`config.mk`:
```
export PLATFORM = sky130hd
export DESIGN_NAME = lsfs_ctrl
export DESIGN_NICKNAME = d
export VERILOG_FILES = /design/src/hw/rtl/lsfs_pkg.sv /design/src/hw/rtl/lsfs_ctrl.sv
export VERILOG_INCLUDE_DIRS = /design/src /design/src/hw/rtl
export SDC_FILE = /design/constraint.sdc
export NUM_CORES = 1
export LEC_CHECK = 0
export BUFFER_PORTS_ARGS = -buffer_cell sky130_fd_sc_hd__buf_4
export CORE_MARGIN = 10
export CORE_UTILIZATION = 40
export CTS_CLUSTER_DIAMETER = 120
export DETAILED_ROUTE_END_ITERATION = 16
export PLACE_DENSITY = 0.59
export SETUP_SLACK_MARGIN = 0.02
export SLEW_MARGIN = 15
export SYNTH_ARGS = -nofsm -noshare
export SYNTH_HDL_FRONTEND = slang
export SYNTH_SLANG_ARGS = --single-unit
```
`constraint.sdc`:
```
create_clock -name clk -period 2.91 [get_ports clk]
set_clock_uncertainty 0.1 [all_clocks]
set_input_delay 0.582 -clock clk [delete_from_list [all_inputs] [get_ports clk]]
set_output_delay 0.582 -clock clk [all_outputs]
set_load 0.02 [all_outputs]
```
`src/hw/rtl/assert_macros.svh`:
```
// assertion macros shared by the lane sweep sequencer rtl
// each macro samples on clk and is disabled while rst_n is low
`ifndef ASSERT_MACROS_SVH
`define ASSERT_MACROS_SVH

// plain property that must hold on every edge
`define LSFS_ASSERT(name, prop, msg) \
    name: assert property (@(posedge clk) disable iff (!rst_n) (prop)) else $error(msg);

// same-cycle implication
`define LSFS_ASSERT_IMP(name, ante, cons, msg) \
    name: assert property (@(posedge clk) disable iff (!rst_n) (ante) |-> (cons)) else $error(msg);

// next-cycle implication
`define LSFS_ASSERT_NXT(name, ante, cons, msg) \
    name: assert property (@(posedge clk) disable iff (!rst_n) (ante) |=> (cons)) else $error(msg);

`endif

```
`src/hw/rtl/lsfs_pkg.sv`:
```
// types and constants for the lane sweep flight sequencer
// used by lsfs_ctrl, lsfs_datapath and the top level; depends on nothing
package lsfs_pkg;

    localparam int DW         = 28;   // signed horizontal delta, 1/512 m
    localparam int SQW        = 56;   // squared distance
    localparam int RW         = 28;   // square root and divisor
    localparam int NW         = 40;   // dividend
    localparam int VW         = 12;   // velocity word
    localparam int EW         = 18;   // altitude error
    localparam int SQRT_STEPS = SQW / 2;
    localparam int DIV_STEPS  = NW;
    localparam int CNT_W      = $clog2(DIV_STEPS);

    localparam int ASC_CEILING = 2560;
    localparam int ASC_DIVE    = -512;
    localparam int ASC_GAIN    = 205;
    localparam int ASC_LIMIT   = 256;
    localparam int HALF_LIMIT  = 128;
    localparam int MIN_DIST    = 1024;
    localparam int VEL_MAX     = 2047;

    localparam logic [2:0] REG_SWEEP_ALT   = 3'd0;
    localparam logic [2:0] REG_SPEED       = 3'd1;
    localparam logic [2:0] REG_WIDTH       = 3'd2;
    localparam logic [2:0] REG_LENGTH      = 3'd3;
    localparam logic [2:0] REG_GAP         = 3'd4;
    localparam logic [2:0] REG_TOL         = 3'd5;
    localparam logic [2:0] REG_LINGER      = 3'd6;
    localparam logic [2:0] REG_LINGER_ALT  = 3'd7;

    typedef enum logic [2:0] {
        MODE_ASCEND = 3'd0,
        MODE_SWEEP  = 3'd1,
        MODE_INVEST = 3'd2,
        MODE_RETURN = 3'd3,
        MODE_DONE   = 3'd4
    } mode_t;

    typedef enum logic [1:0] {
        VS_ZERO,
        VS_ASC,
        VS_HALF,
        VS_FULL
    } vsel_t;

    typedef struct packed {
        logic               position_fresh;
        logic signed [15:0] pos_x;
        logic signed [15:0] pos_y;
        logic signed [15:0] pos_z;
        logic               target_seen;
    } tick_word_t;

    typedef struct packed {
        logic signed [11:0] vel_x;
        logic signed [11:0] vel_y;
        logic signed [11:0] vel_z;
        logic [2:0]         flight_mode;
        logic [6:0]         lane_number;
        logic [15:0]        linger_elapsed;
    } cmd_word_t;

    typedef struct packed {
        logic [14:0] sweep_altitude;
        logic [10:0] cruise_speed;
        logic [13:0] area_width;
        logic [13:0] area_length;
        logic [13:0] lane_gap;
        logic [10:0] arrive_tolerance;
        logic [15:0] linger_ticks;
        logic [14:0] linger_altitude;
    } cfg_t;

    typedef struct packed {
        logic        load;
        logic        prep;
        logic        sqx;
        logic        sqy;
        logic        sqrt_init;
        logic        sqrt_step;
        logic        mul;
        logic        div_init;
        logic        div_step;
        logic        emit;
        mode_t       mode;
        vsel_t       vsel;
        logic [15:0] elapsed;
    } lsfs_cmd_t;

    typedef struct packed {
        logic seen;
        logic lanes_done;
        logic near;
        logic asc_near;
        logic root_zero;
        logic out_free;
    } lsfs_status_t;

endpackage

```
`src/hw/rtl/lsfs_ctrl.sv`:
```
// mission controller: mode, lane index and linger count, plus the step
// sequencer that drives lsfs_datapath; uses lsfs_pkg and assert_macros.svh
`include "assert_macros.svh"

module lsfs_ctrl
    import lsfs_pkg::*;
#(
    parameter int MAX_LANES = 64,
    localparam int LW = $clog2(MAX_LANES + 1)
)
(
    input  logic          clk,
    input  logic          rst_n,
    input  logic          tick_valid,
    output logic          tick_stall,
    input  logic          position_fresh,
    input  logic          target_seen,
    input  logic [15:0]   linger_ticks,
    input  lsfs_status_t  status,
    output lsfs_cmd_t     cmd,
    output logic [LW-1:0] lane
);

    typedef enum logic [3:0] {
        S_IDLE,
        S_PREP,
        S_SQX,
        S_SQY,
        S_DECIDE,
        S_SQRT,
        S_MUL,
        S_DINIT,
        S_DIV,
        S_EMIT
    } state_t;

    state_t           state_reg;
    mode_t            mode_reg;
    logic [LW-1:0]    lane_reg;
    logic [15:0]      linger_reg;
    logic [15:0]      elapsed_reg;
    vsel_t            vsel_reg;
    logic [CNT_W-1:0] cnt_reg;

    always_comb
    begin
        cmd         = '0;
        cmd.mode    = mode_reg;
        cmd.vsel    = vsel_reg;
        cmd.elapsed = elapsed_reg;
        unique case (state_reg)
            S_IDLE:   cmd.load      = tick_valid;
            S_PREP:   cmd.prep      = 1'b1;
            S_SQX:    cmd.sqx       = 1'b1;
            S_SQY:    cmd.sqy       = 1'b1;
            S_DECIDE: cmd.sqrt_init = 1'b1;
            S_SQRT:   cmd.sqrt_step = 1'b1;
            S_MUL:    cmd.mul       = 1'b1;
            S_DINIT:  cmd.div_init  = 1'b1;
            S_DIV:    cmd.div_step  = 1'b1;
            S_EMIT:   cmd.emit      = status.out_free;
        endcase
    end

    assign tick_stall = (state_reg != S_IDLE);
    assign lane       = lane_reg;

    always_ff @(posedge clk or negedge rst_n)
    begin
        if (!rst_n)
        begin
            state_reg   <= S_IDLE;
            mode_reg    <= MODE_ASCEND;
            lane_reg    <= '0;
            linger_reg  <= '0;
            elapsed_reg <= '0;
            vsel_reg    <= VS_ZERO;
            cnt_reg     <= '0;
        end
        else
        begin
            unique case (state_reg)
                S_IDLE:
                begin
                    if (tick_valid)
                    begin
                        if (target_seen && (mode_reg == MODE_SWEEP))
                        begin
                            mode_reg   <= MODE_INVEST;
                            linger_reg <= '0;
                        end
                        // no word until a position has ever arrived
                        if (status.seen || position_fresh)
                            state_reg <= S_PREP;
                    end
                end
                S_PREP: state_reg <= S_SQX;
                S_SQX:  state_reg <= S_SQY;
                S_SQY:  state_reg <= S_DECIDE;
                S_DECIDE:
                begin
                    elapsed_reg <= linger_reg;
                    cnt_reg     <= '0;
                    state_reg   <= S_EMIT;
                    unique case (mode_reg)
                        MODE_ASCEND:
                        begin
                            vsel_reg <= VS_ASC;
                            if (status.asc_near)
                                mode_reg <= MODE_SWEEP;
                        end
                        MODE_SWEEP:
                        begin
                            vsel_reg <= VS_ZERO;
                            if (status.lanes_done)
                                mode_reg <= MODE_RETURN;
                            else if (status.near)
                                lane_reg <= lane_reg + LW'(1);
                            else
                            begin
                                vsel_reg  <= VS_FULL;
                                state_reg <= S_SQRT;
                            end
                        end
                        MODE_INVEST:
                        begin
                            vsel_reg <= VS_HALF;
                            if (linger_reg >= linger_ticks)
                                mode_reg <= MODE_SWEEP;
                            else if (linger_reg != 16'hFFFF)
                                linger_reg <= linger_reg + 16'd1;
                        end
                        MODE_RETURN:
                        begin
                            vsel_reg <= VS_ZERO;
                            if (status.near)
                                mode_reg <= MODE_DONE;
                            else
                            begin
                                vsel_reg  <= VS_FULL;
                                state_reg <= S_SQRT;
                            end
                        end
                        default:
                        begin
                            vsel_reg <= VS_ZERO;
                            mode_reg <= MODE_DONE;
                        end
                    endcase
                end
                S_SQRT:
                begin
                    cnt_reg <= cnt_reg + CNT_W'(1);
                    if (cnt_reg == CNT_W'(SQRT_STEPS - 1))
                    begin
                        cnt_reg   <= '0;
                        state_reg <= S_MUL;
                    end
                end
                S_MUL:
                begin
                    // zero distance leaves only the vertical term
                    if (status.root_zero)
                        vsel_reg <= VS_HALF;
                    state_reg <= S_DINIT;
                end
                S_DINIT: state_reg <= S_DIV;
                S_DIV:
                begin
                    cnt_reg <= cnt_reg + CNT_W'(1);
                    if (cnt_reg == CNT_W'(DIV_STEPS - 1))
                    begin
                        cnt_reg   <= '0;
                        state_reg <= S_EMIT;
                    end
                end
                S_EMIT:
                begin
                    if (status.out_free)
                        state_reg <= S_IDLE;
                end
            endcase
        end
    end

    `LSFS_ASSERT(a_lane_range, lane_reg <= LW'(MAX_LANES), "lane index past the lane cap")
    `LSFS_ASSERT_NXT(a_done_sticks, mode_reg == MODE_DONE, mode_reg == MODE_DONE, "left done mode")
    `LSFS_ASSERT_NXT(a_tick_starts, (state_reg == S_IDLE) && tick_valid && (status.seen || position_fresh), state_reg == S_PREP, "tick with a known position did not start work")

endmodule

```
## Word-level counts from Yosys, hierarchy flattened

Cells that the tools add are included.

- Flip-flop bits (word level): 54
- Bits in latches: 0
- RAM bits: 0
- ROM bits: 0
- Input port bits: 27
- Word-level logic and storage cells: 95
- Memories: 0

- Add/subtract/negate cells: 3
- Multipliers: 0
- Div/mod/pow operators: 0
- Order comparisons: 1
- Equality and inequality tests: 29
- Shifts and indexed selects: 0
- Muxes and demuxes: 41
- Bitwise gates (word level): 1
- Reduce and logical (&&, ||, !) cells: 13

Operators with widths:

| operator | number |
|---|---|
| 16-bit 2-to-1 mux | 5 |
| 4-bit one-hot mux with 10 select lines | 1 |
| 16-bit one-hot mux with 2 select lines | 1 |
| 4-bit 2-to-1 mux | 7 |
| 3-bit 2-to-1 mux | 6 |
| 2-bit inequality test (second input constant) | 9 |
| 6-bit one-hot mux with 3 select lines | 1 |
| 16-bit by 1-bit adder with 16-bit output (second input constant) | 1 |
| 4-bit by 3-bit == test with 1-bit output (second input constant) | 4 |
| 16-bit greater-or-equal comparator | 1 |
| 16-bit inequality test (second input constant) | 1 |
| 6-bit 2-to-1 mux | 2 |
| 3-bit inequality test (second input constant) | 4 |
| 3-bit one-hot mux with 4 select lines | 1 |
| 1-bit 2-to-1 mux | 10 |
| 4-bit by 2-bit == test with 1-bit output (second input constant) | 2 |
| 4-bit == test (second input constant) | 2 |
| 2-bit one-hot mux with 4 select lines | 1 |
| 4-bit one-hot mux with 2 select lines | 1 |
| 7-bit by 1-bit adder with 7-bit output (second input constant) | 1 |
| 7-bit AND reduction | 1 |
| 6-bit by 1-bit adder with 6-bit output (second input constant) | 1 |
| 3-bit by 2-bit == test with 1-bit output (second input constant) | 2 |
| 6-bit by 5-bit == test with 1-bit output (second input constant) | 1 |
| other kinds (19) | 22 |

## Depth between registers and ports, before layout

Gate-level depths: netlist (run 1).

- Word-level depth: 5
- Mapped depth: 9
- Depth with buffers taken out: 8

## Worst setup path after synthesis (run 1)

Ideal clock, no wire load.

- Kind: input-to-reg
- Start: in linger_ticks[0]
- End: reg linger_reg[5]
- Data arrival time: 2323 ps
- Slack: 360 ps
- Stages on the path: 8
- Cells stage by stage: ha_1 nand2b_1 a2111o_1 o2111ai_1 a31oi_2 nand2b_4 buf_6 a221o_1

- Longest elaborated chain between the ends: 3

RTL lines:

| item | RTL line | text |
|---|---|---|
| start, declared | lsfs_ctrl.sv:18 | `input logic [15:0] linger_ticks,` |
| 16-bit greater-or-equal comparator | lsfs_ctrl.sv:128 | `if (linger_reg >= linger_ticks)` |
| 2-bit inequality test (no source line) | -- |  |
| 6-bit AND reduction (no source line) | -- |  |
| end signal, assigned | lsfs_ctrl.sv:131 | `linger_reg <= linger_reg + 16'd1;` |
| end, declared | lsfs_ctrl.sv:40 | `logic [15:0] linger_reg;` |

No other way between the ends.
A chain may end at the register's enable or synchronous reset.

==> results of run 1 <==
-- kinds of logic (layout without fill, tap and decap cells) --
logic type | Yosys count | after routing
flops | 54 | 54
xor+xnor | 7 | 7
mux | 4 | 4
buf+inv | 39 | 109
simple gates | 168 | 168
compound gates | 73 | 73
fa+ha+maj | 19 | 19
-- stage by stage --
| stage | power, mW | std cells | util, % | area [µm²] | hold slack (ns) |
|---|---|---|---|---|---|
| 5_1_grt | 2.151 | 536 | 51.17 | 3995 | 0.2677 |
| 4_1_cts | 2.049 | 536 | 51.17 | 3995 | 0.2420 |
| 6_report | 2.019 | 536 | 51.17 | 3995 | 0.2073 |
| 3_3_place_gp | 1.590 | 528 | 49.95 | 3900 | 0.3636 |
| 3_5_place_dp | 1.596 | 528 | 49.95 | 3900 | 0.3637 |
| 2_1_floorplan | 1.335 | 364 | - | 3257 | 0.1864 |
-- Yosys cell counts (all sizes together), types with 2 or more instances --
cell type / count
a211o: 7
a21o: 2
a21oi: 15
a221o: 2
a22o: 3
a31oi: 6
a32o: 2
and2: 2
and3: 7
and4: 7
buf: 11
clkbuf: 5
dfrtp: 54
ha: 19
inv: 23
mux2: 4
nand2: 71
nand2b: 8
nand3: 13
nand4: 3
nand4b: 2
nor2: 29
nor3: 13
nor3b: 3
nor4: 3
o2111ai: 2
o211ai: 2
o21a: 2
o21ai: 17
o22ai: 2
o31ai: 6
xnor2: 3
xor2: 4
-- area by class of cell --
type	count	area, µm²	share of cell area, %
Multi-Input combinational cell	271	1737	43.47
Sequential cell	54	1351	33.82
Timing Repair Buffer	78	598.1	14.97
Tap cell	102	127.6	3.194
Inverter	23	86.33	2.161
Clock buffer	6	82.58	2.067
Clock inverter	2	12.51	0.3132
-- worst max-delay path by stage --
| stage | from | to | slack [ns] | cells after the start |
|---|---|---|---|---|
| floorplan | linger_ticks[0] | linger_reg[5] | 0.36 | 8 |
| global placement | linger_ticks[13] | linger_reg[5] | 0.20 | 9 |
| detailed placement | linger_ticks[0] | linger_reg[14] | 0.18 | 8 |
| CTS | state_reg[3] | cmd[26] | 0.24 | 4 |
| global route | state_reg[3] | cmd[26] | 0.17 | 4 |
| finish | state_reg[3] | cmd[26] | 0.27 | 4 |
-- worst max-delay path, cell delays in order, from the launching register on --
cell and delay, ns:
dfrtp_1 0.53, nand2b_1 0.24, or3_1 0.46, inv_2 0.23
buf_4 0.18
-- metal layers --
| metal | vias up | share of wire, % |
|---|---|---|
| li1 | 1421 | - |
| met1 | 1397 | 45 |
| met2 | 66 | 48 |
| met3 | 7 | 6.2 |
| met4 | 0 | 1.1 |
| met5 | - | 0 |
-- report_power, final --
group / switching [mW] / internal, mW / leakage, nW / total [mW]
Clock: 0.252 / 0.192 / 0.0472 / 0.444
Sequential: 0.0849 / 0.798 / 0.738 / 0.883
Combinational: 0.415 / 0.277 / 1.36 / 0.693
==> summary.md, run 1 <==
| Metric | Value |
|---|---|
| Synthesized Nets | 410 |
| Cell taking the most area after synthesis | dfrtp_1 |
| CTS clk-pin slew, worst paths | roughly 0.11 ns |
| Number of cells upsized or downsized after cts | 0 |
| Proportion of register bits with asynchronous set or reset after synthesis | 100.0% |
| Endpoint required time on the critical path | ~2.2 ns |
| CTS tree | done |
| Initial standard-cell utilization of the core | 41.71% |
| Netlist cell types | 58 |
| Synthesized cell area | ~3300 µm² |
| Number of input and output port buffers inserted | 65 |
| Global-route met1 utilization | between 15 and 20% |
| Number of buffers inserted to repair setup after CTS | 0 |
| Ratio of total power to cell area | a little over 500 nW/µm² |
| Routed wirelength normalized by instance count | between 15 and 20 µm |
| Core Region | about 7800 µm² |
| Fraction of the yosys area taken by sequential cells | between 40% and 50% |
| Xor and xnor fraction of the mapped netlist area | under 10% |
| GR met2 Demand/Resource | 22.78% |
| Least-Margin Pin Slew | approximately 0.71 ns |
| CTS sink cnt | 54 |
| HPWL reported at the end of detailed placement | 6.380 mm |
| Critical path class | reg -> out |
| Proportion of synthesized area in mux cells | 1.383% |
| Pin count of the biggest net entering global routing | 55 |
| Leading cell types in the layout, fill and taps excluded | buf_4 (77), nand2_1 (71), dfrtp_1 (54) |
| Area share of the leading cell type in the synthesized netlist | 41.49% |
| Layout fillers | between 700 and 800 |
| Max Clk Rate | 378.8 MHz |
| Post-synth EDFFs | 0 |
| Remaining design rule violation count | 0 |
| Signal arrival time at the worst endpoint | 1.96 ns |
| Final GP Congestion | 0.8648 |
| Antenna-violating nets left | 0 |
| Average cell area after synthesis | about 8.9 µm² |
| Most common cell after layout, fill and taps aside | buf_4 |
| Final Max Slew Viols | 0 |
| Setup total negative slack | 0 ns |
| Y dimension of the die | about 110 µm |
| Diode insertion count for antenna repair | 0 |
| Vias/cell | approximately 5.4 |
| Number of warning messages in the yosys log | 0 |
| Unrepaired setup endpoints after global routing | no |
| Global-route usage over all layers | between 10 and 15% |
| Routing layer with the top usage in global route | met2 |
| DP Worst Slack | roughly 0.18 ns |
| Worst vdd rail ir drop | between 200 and 300 µV |
| Critical Path Start Type | flop |
| GRT met3 Usage | 3.018% |
| Setup violators final | 0 |
| Synthesis-stage register bit count | 54 |
| Crit path capture type | primary output |
| Min setup slack post-route | around 0.27 ns |
| Class of the tightest hold or removal check | in -> async |
| Via count | about 2900 |
| Register-to-Register Setup Slack | 0.38 ns |
| Cts hold-fix bufs | 0 |
| Insertion delay to the later sink of the worst-skew pair | around 0.31 ns |
| Initial antenna violation count | 0 |
| Worst r2r dst | linger_reg[5] |
| Number of clock buffers inserted by TritonCTS | 5 |
| Reg2reg start | linger_reg[0] |
| DR iter-0 viols | approximately 180 |
| Area of the die | roughly 12000 µm² |
| Dominant combinational cell family by area after synthesis | simple AND/OR/NAND/NOR gates |
| Number of nets in the layout | ~480 |
| Depth of the CTS H-tree | 2 |
| Hold Vio Cnt, Final | 0 |
| Number of cell rows | 32 |
| Final Critical Period | between 2 and 3 ns |
| Basic-gate share of the synthesized area counting and, or, nand and nor cells | between 20% and 30% |
| Number of max-cap violations | 0 |
| Compound-Gate Fraction of Synth Area | between 10% and 20% |
| Maximum fanout encountered on the critical timing path | 15 |
| CTS Buffer Depth | 2 |
| Total routed wirelength | ~8.4 mm |
| Global route total overflow | 0 |
| First-pass GRT wire length | 13.76 mm |
| Post-synthesis cell count | approximately 360 |
| Depth of the most critical reg-to-reg path | 8 |
| Outcome | finished, final reports clean |
| Leakage Power | around 2.1 nW |
| Width of the die | 110.2 µm |
| Adder and majority cell fraction of the synthesized area | 7.299% |
| Clk root buf | clkbuf_8 |
| Ranking of synthesized cells by area | dfrtp_1 (41%), nand2_1 (8.2%), ha_1 (7.3%) |
| Area grow syn2layout | 22.67% |
| Max transition margin | 52.97% |
| Top FF cell, synth | dfrtp_1 |
| Number of search-and-repair iterations in the first detailed-routing pass | 4 |
| Proportion of layout cells with a drive suffix above 1 | 23.73% |
| Via count of the first global-routing pass | ~2800 |
| I/O pin count | 66 |
| Final Cycle Share | approximately nine tenths |
No activity file was read; power rests on OpenSTA's default activity.
==> run 2: changes to the inputs <==
--- a/config.mk
+++ b/config.mk
@@ -8,10 +8,10 @@
 export LEC_CHECK = 0
 export BUFFER_PORTS_ARGS = -buffer_cell sky130_fd_sc_hd__buf_4
 export CORE_MARGIN = 10
-export CORE_UTILIZATION = 40
+export CORE_UTILIZATION = 55
 export CTS_CLUSTER_DIAMETER = 120
 export DETAILED_ROUTE_END_ITERATION = 16
-export PLACE_DENSITY = 0.59
+export PLACE_DENSITY = 0.78
 export SETUP_SLACK_MARGIN = 0.02
 export SLEW_MARGIN = 15
 export SYNTH_ARGS = -nofsm -noshare
==> summary.md, run 2 (synthesized netlist as in run 1, its figures left out) <==
| Metric | Value |
|---|---|
| Outcome | finished, final reports clean |
| Routing layer with the top usage in global route | met2 |
| DR iter-0 viols | 120 |
| CTS clk-pin slew, worst paths | 0.09 ns |
| Setup total negative slack | 0 ns |
| Width of the die | a little under 100 µm |
| CTS Buffer Depth | 2 |
| Via count | 2902 |
| Pin count of the biggest net entering global routing | 55 |
| Final Max Slew Viols | 0 |
| Number of max-cap violations | 0 |
| Final Cycle Share | around 90% |
| Setup violators final | 0 |
| Remaining design rule violation count | 0 |
| Number of clock buffers inserted by TritonCTS | 5 |
| Number of buffers inserted to repair setup after CTS | 0 |
| Register area | 1351 µm² |
| HPWL reported at the end of detailed placement | between 6 and 7 mm |
| Crit path capture type | primary output |
| Leakage Power | about 2.1 nW |
| Endpoint required time on the critical path | 2.23 ns |
| Depth of the CTS H-tree | 2 |
| Min setup slack post-route | about 0.28 ns |
| Switching fraction of total power | 37.02% |
| Final GP Congestion | 0.8422 |
| Worst vdd rail ir drop | 466.0 µV |
| Signal arrival time at the worst endpoint | between 1.5 and 2 ns |
| Global-route met1 utilization | 21.51% |
| Standard cell area after detailed placement | around 3800 µm² |
| Clk root buf | clkbuf_8 |
| Global-route usage over all layers | between 10% and 20% |
| Max transition margin | a little under three fifths |
| Antenna-violating nets left | 0 |
| Initial antenna violation count | 0 |
| Internal Dissipation | 1.254 mW |
| I/O pin count | 66 |
| Area grow syn2layout | 19.86% |
| Part of the power in registers | a little under half |
| Via count of the first global-routing pass | 2800 |
| Share of total power in combinational logic | between 30% and 40% |
| Leading cell types in the layout, fill and taps excluded | buf_4 (73), nand2_1 (71), dfrtp_1 (54) |
| Initial standard-cell utilization of the core | between 50 and 60% |
| Proportion of power drawn by the clock network | between 20% and 30% |
| Placed Cells incl. Taps | a little under 500 |
| Core Region | 5642 µm² |
| Number of input and output port buffers inserted | 65 |
| Unrepaired setup endpoints after global routing | no |
| GR met2 Demand/Resource | about a quarter |
| Number of nets in the layout | approximately 470 |
| CTS tree | done |
| Area taken by multi-input logic gates | around 1700 µm² |
| Global route total overflow | 0 |
| Least-Margin Pin Slew | about 0.67 ns |
| Proportion of layout cells with a drive suffix above 1 | a little under a quarter |
| Total routed wirelength | 7.960 mm |
| Class of the tightest hold or removal check | in -> async |
| Layout fillers | between 400 and 500 |
| Critical path class | reg -> out |
| Ratio of total power to cell area | about 500 nW/µm² |
| Maximum fanout encountered on the critical timing path | 15 |
| Max Clk Rate | 379.8 MHz |
| Number of search-and-repair iterations in the first detailed-routing pass | 4 |
| Diode insertion count for antenna repair | 0 |
| Number of cells upsized or downsized after cts | 0 |
| Y dimension of the die | ~97 µm |
| Cts hold-fix bufs | 0 |
| Switching power summed over all nets | 0.7372 mW |
| First-pass GRT wire length | 13.48 mm |
| Critical Path Start Type | flop |
| Non-filler cells, final | between 500 and 600 |
| Area of all placed cells without fillers | 3904 µm² |
| Routed wirelength normalized by instance count | ~16 µm |
| Insertion delay to the later sink of the worst-skew pair | slightly above 0.3 ns |
| Number of cell rows | 27 |
| Vias/cell | 5.792 |
| Most common cell after layout, fill and taps aside | buf_4 |
| Final Critical Period | ~2.6 ns |
| Hold Vio Cnt, Final | 0 |
| GRT met3 Usage | approximately 4% |
| Overall power of the completed layout | around 2.0 mW |
| Area of the die | 9399 µm² |
| CTS sink cnt | between 50 and 60 |
| DP Worst Slack | 0.1639 ns |
==> run 2: area by class of cell <==
type | count | share of cell area (%)
flip-flops and latches | 54 | 34.62
clock inverters | 1 | 0.1282
inverters | 23 | 2.212
multi-input cells | 271 | 44.49
clock buffers | 7 | 2.212
well taps | 72 | 2.308
repair buffers | 73 | 14.04
==> run 2: final timing paths <==
kind,from,to,slack [ns],cells past startpoint
min,rst_n,elapsed_reg[6],0.20,1
max,state_reg[3],cmd[26],0.28,4
min in group clk,elapsed_reg[7],elapsed_reg[7],0.38,2
max reg2reg,linger_reg[0],linger_reg[14],0.37,8
min reg2reg,elapsed_reg[7],elapsed_reg[7],0.38,2
max in group asynchronous,rst_n,cnt_reg[1],2.06,1
==> run 2: worst max-delay path, cell delays in order (launching register included) <==
cell and delay, ns:
dfrtp_1 0.54, nand2b_1 0.25, or3_1 0.43, inv_2 0.23, buf_4 0.19
==> run 2: per-layer routing <==
layer / up-vias / part of all wire (%)
li1: 1415 / -
met1: 1399 / 46
met2: 79 / 48
met3: 9 / 5.5
met4: 0 / 1.2
met5: - / 0
==> run 2: per-stage QoR <==
step	utilization, %	hold WS (ns)
3_3_place_gp	67.58	0.3602
6_report	69.19	0.1986
5_1_grt	69.19	0.2617
4_1_cts	69.19	0.2352
3_5_place_dp	67.58	0.3641
2_1_floorplan	-	0.1864
==> run 2: power by group through the flow <==
stage	sequential, mW	clock [mW]	combinational [mW]
2_1_floorplan	0.864	0	0.471
3_3_place_gp	0.911	0	0.647
3_5_place_dp	0.914	0	0.657
4_1_cts	0.899	0.443	0.661
5_1_grt	0.919	0.462	0.726
6_report	0.901	0.432	0.658
